<file path="src/sv/nwsd_ram.sv">
module nwsd_ram #(
   parameter int WIDTH = 8,
   parameter int DEPTH = 16
) (
   input  logic                     clock,
   input  logic                     wr_en,
   input  logic [$clog2(DEPTH)-1:0] wr_addr,
   input  logic [WIDTH-1:0]         wr_data,
   input  logic                     rd_en,
   input  logic [$clog2(DEPTH)-1:0] rd_addr,
   output logic [WIDTH-1:0]         rd_data
);

   logic [WIDTH-1:0] mem_ff [DEPTH];
   logic [WIDTH-1:0] rd_data_ff;

   // Single write port, registered read port.
   always_ff @(posedge clock) begin
      if (wr_en) begin
         mem_ff[wr_addr] <= wr_data;
      end
      if (rd_en) begin
         rd_data_ff <= mem_ff[rd_addr];
      end
   end

   assign rd_data = rd_data_ff;

endmodule

</file>
<file path="config.mk">
export PLATFORM = sky130hd
export DESIGN_NAME = nwsd_ram
export DESIGN_NICKNAME = d
export VERILOG_FILES = /design/src/sv/nwsd_ram.sv
export SDC_FILE = /design/constraint.sdc
export NUM_CORES = 1
export LEC_CHECK = 0
export BUFFER_PORTS_ARGS = -buffer_cell sky130_fd_sc_hd__buf_2
export CORE_MARGIN = 2
export CORE_UTILIZATION = 50
export DETAILED_ROUTE_END_ITERATION = 16
export PLACE_DENSITY = 0.67
export SLEW_MARGIN = 40
export SYNTH_ARGS = -nofsm -noshare
export SYNTH_HDL_FRONTEND = slang
export SYNTH_SLANG_ARGS = --single-unit
</file>
<file path="constraint.sdc">
create_clock -name clock -period 2.1 [get_ports clock]
set_clock_uncertainty 0.05 [all_clocks]
set_input_delay 0.21 -clock clock [delete_from_list [all_inputs] [get_ports clock]]
set_output_delay 0.21 -clock clock [all_outputs]
set_load 0.01 [all_outputs]
</file>
Yosys cells after proc, flatten, opt, wreduce, memory -nomap -nowiden
Memory sizes are Yosys's and may differ from the RTL's. A register that Yosys moved wholly into a read port is not among the register bits.
Cells that the tools add are included.
{"block": "word_totals", "mem_bits_rw": 128, "word_cells": 3, "regBits": 0, "n_memories": 1}
{"memory": "mem_ff", "words": 16, "width": 8, "rd": 1, "rd_ports_with_merged_regs": 1, "write_ports": 1, "line_no": "14", "rtl": "logic [WIDTH-1:0] mem_ff [DEPTH];"}
{"block": "classes", "muxes": 2}
{"op": "1-bit 2-to-1 mux", "count": 2}

Logic depth before layout (Yosys ltp)
Gate-level depths: netlist (run 1).
{"block": "depth", "word_depth": 2, "depth_mapped": 5}

Worst setup path after synthesis (run 1)
No wires, ideal clock.
{"block": "synth_path", "path_type": "input -> register", "from": "in wr_addr[2]", "to": "mem mem_ff[0][0] (enable)", "n_path_buf": 0, "arrival_time_ps": 1320, "stages": 2, "slack_ps": 347, "path_cell_list": "or3b_2 -> nor3_1"}
{"element": "start, declared", "line_no": "7", "rtl": "input logic [$clog2(DEPTH)-1:0] wr_addr,"}
{"element": "end, declared", "line_no": "14"}
No word-level cell before the write port.

==> reports/metrics.csv, run 1 <==
metric;value;unit
final-setup-viol-count;0;
fillers;699;
synth_edf_count;136;
synth_common_cells;edfxtp_1 (136), mux4_2 (18), a22oi_1 (16);
max-cap-violations;0;
tightest_slew;0.435;ns
post_dp_cell_area;5620;µm²
synthTopCellsByArea;edfxtp_1 (78%), mux4_2 (7.8%), mux4_1 (7.0%);
grt_use_total;19.3;%
whs;0.0226;ns
hold_viol_final;0;
vias;2470;
clock-sinks;136;
cts_tree;built;
cts_buffer_depth;2;
max_freq;0.637;GHz
wl_per_cell;22.4;µm
p_leak;2.07;nW
reg2reg_slack;0.53;ns
rsz0062_at_grt;false;
insertedDiodeCount;0;
antenna_found_initial;0;
cts-resized-gates;0;
synth_area_leader_cell;edfxtp_1;
wl;9.70;mm
period_share;74.8;%
synth_top_area_share;78.1;%
layout-drive-gt1-share;28.7;%
setup_tns;0;ns
period_needed;1.57;ns
synth_seq_area_share;78.1;%
clkLatencyLatePin;0.52;ns
globalRouteOverflowTotal;0;
dpl.hpwl;6.09;mm
port-buffer-count;26;
grt_first_pass_wirelength;15.0;mm
multi_input_area;1060;µm²
status;finished clean;
ys_warn_count;0;
cp_data_required_time;2.32;ns
seqCellArea;4080;µm²
gp_congestion;0.721;
synth.avg_cell_area;22.8;µm²
synthArstFlopShare;0;%
critPathKind;flip-flop to flip-flop;
syn2layout_area_growth;17.2;%
final_antenna_net_count;0;
ys_types;18;
grt_pass1_vias;2541;
die_x;106;µm
pre_cts_ws;0.211;ns
netlist_instances;229;
die_area;11300;µm²
via_per_inst;5.72;
finalInstanceArea;6120;µm²
slew_violations;0;
slew_headroom;71.0;%
synth-main-ff-cell;edfxtp_1;
fin_nets;305;
die_h;106;µm
drc;0;
grt_max_degree;33;
worstPathArrival;1.79;ns
cp-end-kind;flip-flop;
fin_ws;0.530;ns
postCtsSetupBuffers;0;
syn_nets;248;
syn_area;5230;µm²
cp-start-kind;flip-flop;
crit_fanout;1;
ys_ff_latch;136;
peakVddDrop;408;µV
hold_buffers;2;
yosysMostFrequentCell;edfxtp_1;
drt_iter0_drc;192;
io_pins;27;
rows;37;
start_util;51.1;%
path_clk_slew;0.06;ns
cts_root_buffer;clkbuf_8;
h-tree-depth;4;
core;10200;µm²
hp-class;input pin to flip-flop;
powerDensity;951;nW/µm²
first_pass_iters;5;
numCtsBuffers;17;
power;5.83;mW
## per-layer routing
metal  wire length (µm)  share of wire [%]  up-vias  track usage [%]
met1               4190                 43     1282             26.7
met2               4730                 49       78             29.1
met5                  0                  0        -                0
met3                621                6.4       14             5.09
li1                   -                  -     1096                -
met4                159                1.6        0             8.74
## cell usage in the layout, fill, tap and decap left out, types with 5 or more instances in the layout
cell       count
edfxtp_1     136
clkinv_1       5
mux4_2        18
mux4_1        14
a22oi_1       16
buf_2         26
clkbuf_16     16
nor2_1        13
nand2_1        9
buf_4         18
## per-stage QoR
step,utilization [%],instances
floorplan,-,229
global placement,54.9,401
detailed placement,54.9,401
CTS,59.9,432
global route,59.9,432
finish,59.9,432
## registers in the layout, summed over array words and instances, names as in the netlist
register,cells
rd_data,8
mem_ff,128
## final timing paths
kind / from / end / depth (start not counted)
setup reg to reg: mem_ff[1][1] / rd_data[1] / 3
setup / recovery: mem_ff[1][1] / rd_data[1] / 3
hold reg to reg: mem_ff[14][0] / rd_data[0] / 3
hold / removal: wr_data[2] / mem_ff[4][2] / 1
## cell families (layout without fill, tap and decap cells)
logic type / Yosys count / count (layout) / share of synthesized area [%]
AOI/OAI and AO/OA: 16 / 16 / 2.30
and+or+nand+nor: 35 / 35 / 3.14
DFF: 136 / 136 / 78.1
muxes: 32 / 32 / 14.8
buffers and inverters: 10 / 77 / 1.65
## area by class of cell
| cell class | count | area share, % |
|---|---|---|
| Timing Repair Buffer | 48 | 5.31 |
| Sequential cell | 136 | 66.7 |
| Multi-Input combinational cell | 83 | 17.3 |
| Tap cell | 136 | 2.78 |
| Clock inverter | 8 | 0.960 |
| Clock buffer | 21 | 7.01 |
## critical path: stages, from the launching register on
cell and delay, ns:
edfxtp_1 0.37, mux4_1 0.53, a22oi_1 0.27, nand2_1 0.09
## report_power, final
part	switching, mW	total (mW)	leakage (nW)	internal (mW)
logic	0.159	0.282	0.597	0.123
registers	0.0168	3.08	1.24	3.06
clock network	0.949	2.47	0.239	1.52
Power figures use the tool's default switching activity.
==> run 2, diff against run 1 <==
clock period = 1.6 ns   (was 2.1 ns; I/O delays follow)
==> reports/metrics.csv, run 2 (synthesis results as in run 1) <==
metric;value;unit;change
cp-start-kind;flip-flop;;
fin_ws;0.0313;ns;-0.499 ns
p_leak;2.21;nW;+6.5%
final-setup-viol-count;0;;unchanged
globalRouteOverflowTotal;0;;unchanged
max_freq;0.637;GHz;about the same
slew_violations;0;;unchanged
clock-sinks;136;;unchanged
via_per_inst;5.65;;-1.3%
final_antenna_net_count;0;;unchanged
layoutNonFillerInstCount;448;;+3.7%
core;10200;µm²;unchanged
slew_headroom;49.4;%;-22 points
antenna_found_initial;0;;unchanged
largest_reg_flops;128;;unchanged
port-buffer-count;26;;unchanged
drt_iter0_drc;166;;-14%
worstPathArrival;1.78;ns;about the same
postCtsSetupBuffers;0;;unchanged
wl;9.67;mm;-0.27%
grt_use_total;19.0;%;-0.30 points
multi_input_area;1080;µm²;+2.4%
drc;0;;unchanged
whs;0.124;ns;+0.101 ns
cts_root_buffer;clkbuf_8;;
layout-drive-gt1-share;34.0;%;+5.3 points
fillers;707;;+1.1%
fin_nets;318;;+4.3%
dpl.cell_count;407;;+1.5%
insertedDiodeCount;0;;unchanged
die_x;106;µm;unchanged
tightest_slew;0.757;ns;+0.322 ns
die_area;11300;µm²;unchanged
seqCellArea;4080;µm²;unchanged
hold_viol_final;0;;unchanged
rsz0062_at_grt;false;;
powerDensity;1310;nW/µm²;+38%
peakVddDrop;642;µV;+57%
status;finished clean;;
numCtsBuffers;17;;unchanged
period_needed;1.57;ns;-0.00135 ns
vias;2529;;+2.4%
die_h;106;µm;unchanged
rows;37;;unchanged
critPathKind;flip-flop to flip-flop;;
period_share;98.0;%;+23 points
finalInstanceArea;6420;µm²;+4.8%
pre_cts_ws;-0.159;ns;-0.370 ns
cts_tree;built;;
start_util;51.1;%;unchanged
wl_per_cell;21.6;µm;-3.8%
cts_buffer_depth;2;;unchanged
clkLatencyLatePin;0.51;ns;about the same
cp-end-kind;flip-flop;;
dpl.hpwl;6.36;mm;+4.3%
layout_commonest_cell;edfxtp_1;;
grt_pass1_vias;2584;;+1.7%
post_dp_cell_area;5690;µm²;+1.3%
layout.cells.most_common_list;edfxtp_1 (136), buf_2 (26), buf_4 (22);;
grt_max_degree;24;;-27%
top_register;mem_ff;;
path_clk_slew;0.06;ns;about the same
final_util;62.7;%;+2.9 points
crit_fanout;1;;unchanged
h-tree-depth;4;;unchanged
cp_data_required_time;1.81;ns;-0.51 ns
first_pass_iters;4;;-1
gp_congestion;0.764;;+6.1%
syn2layout_area_growth;22.8;%;
hp-class;input pin to flip-flop;;
max-cap-violations;0;;unchanged
io_pins;27;;unchanged
grt_first_pass_wirelength;15.0;mm;-0.19%
[run 2: final timing paths]
kind	from	endpoint	slack (ns)	cells after the start
worst min-delay path	wr_addr[3]	mem_ff[3][7]	0.12	3
worst max-delay path	mem_ff[2][6]	rd_data[6]	0.03	4
worst max register to register	mem_ff[2][6]	rd_data[6]	0.03	4
worst min register to register	mem_ff[15][7]	rd_data[7]	0.70	3
[run 2: power breakdown]
part / switching, mW / internal, mW
Sequential: 0.0191 / 4.01
Combinational: 0.219 / 0.188
Clock: 1.43 / 2.55
[run 2: layout make-up]
type                            count  share of cell area [%]
Clock inverter                     13                    3.04
Timing Repair Buffer               61                    7.25
Multi-Input combinational cell     83                    16.9
Clock buffer                       19                    6.57
Tap cell                          136                    2.65
Sequential cell                   136                    63.6
[run 2: worst max-delay path, stage by stage, from the launching register on]
cell	delay, ns
edfxtp_1	0.37
mux4_2	0.47
a22oi_1	0.22
buf_4	0.16
nand2_1	0.05
[run 2: routing by layer]
metal	track usage [%]	vias up	share of wire, %	routed length, µm
met4	5.64	0	0.94	91
met3	5.33	7	6.0	582
li1	-	1129	-	-
met1	26.5	1302	43	4140
met2	29.6	91	50	4860
met5	0	-	0	0
[run 2: stage by stage]
step                TNS [ns]  power, mW
floorplan                  0       4.32
global placement      -0.735       4.49
detailed placement    -0.853       4.50
CTS                        0       8.51
global route               0       8.71
finish                     0       8.43
[run 2: timing repair]
| action | in CTS | in global routing |
|---|---|---|
| hold buffers | 9 | 0 |
| gates resized for setup | 0 | 4 |
| hold endpoints to repair | 136 | 0 |
| setup endpoints to repair | 0 | 4 |
==> run 3, diff against run 2 <==
CORE_ASPECT_RATIO = 1.5   (was default)
==> reports/metrics.csv, run 3 (synthesis results as in run 1) <==
metric;value;unit;change
status;finished clean;;
die_h;129;µm;+22%
clock-sinks;136;;unchanged
layout-drive-gt1-share;31.6;%;-2.4 points
path_clk_slew;0.05;ns;about the same
peakVddDrop;907;µV;+41%
worstPathArrival;1.65;ns;-0.13 ns
first_pass_iters;5;;+1
antenna_found_initial;0;;unchanged
globalRouteOverflowTotal;0;;unchanged
final_antenna_net_count;0;;unchanged
period_needed;1.55;ns;-0.0222 ns
layout.cells.most_common_list;edfxtp_1 (136), buf_2 (26), buf_4 (21);;
cts_buffer_depth;2;;unchanged
switchingPower;1.53;mW;-8.6%
dpl.hpwl;6.24;mm;-1.8%
switching_share;18.4;%;-1.4 points
drt_iter0_drc;243;;+46%
largest_reg_flops;128;;unchanged
grt_pass1_vias;2595;;+0.43%
start_util;51.6;%;+0.49 points
grt_first_pass_wirelength;15.1;mm;+0.41%
clkLatencyLatePin;0.41;ns;-0.10 ns
wl_per_cell;23.5;µm;+9.0%
crit_chain;mux4_1 -> a22oi_2 -> nand2_1;;
combinationalPowerShare;4.6;%;-0.2 points
layout_commonest_cell;edfxtp_1;;
max_freq;0.647;GHz;+1.4%
tightest_slew;0.898;ns;+0.141 ns
max-cap-violations;0;;unchanged
cts-resized-gates;0;;unchanged
max_stage_delay;0.56;ns;+0.09 ns
top_register;mem_ff;;
port-buffer-count;26;;unchanged
die_area;11300;µm²;+0.15%
clock_power_share;46.8;%;-0.5 points
powerDensity;1330;nW/µm²;+1.3%
core;10100;µm²;-0.94%
insertedDiodeCount;0;;unchanged
via_per_inst;5.92;;+4.9%
fillers;708;;+0.14%
fin_nets;307;;-3.5%
vias;2475;;-2.1%
rsz0062_at_grt;false;;
io_pins;27;;unchanged
gp_congestion;0.745;;-2.5%
slew_violations;0;;unchanged
cp-end-kind;flip-flop;;
cts_tree;built;;
pre_cts_ws;-0.112;ns;+0.0467 ns
whs;0.0816;ns;-0.0420 ns
rows;45;;+22%
cp_data_required_time;1.70;ns;-0.11 ns
intPower;6.78;mW;+0.33%
power_frac_seq;48.6;%;+0.7 points
drc;0;;unchanged
cp-start-kind;flip-flop;;
grt_max_degree;21;;-13%
fin_ws;0.0535;ns;+0.0222 ns
crit_fanout;1;;unchanged
wl;9.83;mm;+1.7%
hp-class;input pin to flip-flop;;
hold_buffers;0;;-9
postCtsSetupBuffers;0;;unchanged
final-setup-viol-count;0;;unchanged
hold_viol_final;0;;unchanged
syn2layout_area_growth;19.4;%;
slew_headroom;39.9;%;-9.4 points
period_share;96.7;%;-1.4 points
critPathKind;flip-flop to flip-flop;;
critPathSlowestCell;mux4_1;;
grt_use_total;19.4;%;+0.47 points
die_x;87.5;µm;-18%
p_leak;2.14;nW;-3.2%
cts_root_buffer;clkbuf_16;;
numCtsBuffers;17;;unchanged
h-tree-depth;4;;unchanged
-- run 3: area by class of cell --
type / count / area [µm²] / area share, %
clock inverters: 9 / 149 / 2.39
well taps: 117 / 146 / 2.35
clock buffers: 23 / 448 / 7.18
multi-input cells: 83 / 1070 / 17.1
repair buffers: 50 / 348 / 5.57
flip-flops and latches: 136 / 4080 / 65.4
-- run 3: per-layer routing --
layer / GRT usage [%] / part of all wire, % / vias up
li1: - / - / 1102
met4: 8.96 / 1.2 / 0
met3: 5.03 / 5.1 / 7
met2: 31.1 / 53 / 85
met1: 25.1 / 41 / 1281
met5: 0 / 0 / -
-- run 3: path summary, 6_finish.rpt --
kind	cells after the start	from	endpoint	slack, ns
hold / removal	1	rd_en	rd_data[3]	0.08
hold reg to reg	3	mem_ff[12][2]	rd_data[2]	0.70
setup reg to reg	3	mem_ff[1][2]	rd_data[2]	0.05
setup / recovery	3	mem_ff[1][2]	rd_data[2]	0.05
-- run 3: worst max-delay path, delay by kind of cell, from the launching register on --
family          cells  cell delay [ns]
compound gates      1             0.24
simple gates        1             0.07
flops               1             0.38
mux                 1             0.56
-- run 3: through the flow --
step,cells,instance area (µm²),setup TNS (ns),power (mW),util [%]
floorplan,229,5230,0,4.32,-
global placement,386,5640,-0.580,4.48,55.7
detailed placement,386,5640,-0.664,4.49,55.7
CTS,418,6240,0,8.38,61.5
global route,418,6240,0,8.56,61.6
finish,418,6240,0,8.30,61.6
-- run 3: power by group through the flow --
stage / clock network (mW) / registers (mW) / logic (mW)
floorplan: 0 / 4.11 / 0.203
global placement: 0 / 4.11 / 0.374
detailed placement: 0 / 4.11 / 0.383
CTS: 3.96 / 4.04 / 0.386
global route: 4.10 / 4.04 / 0.416
finish: 3.89 / 4.04 / 0.382
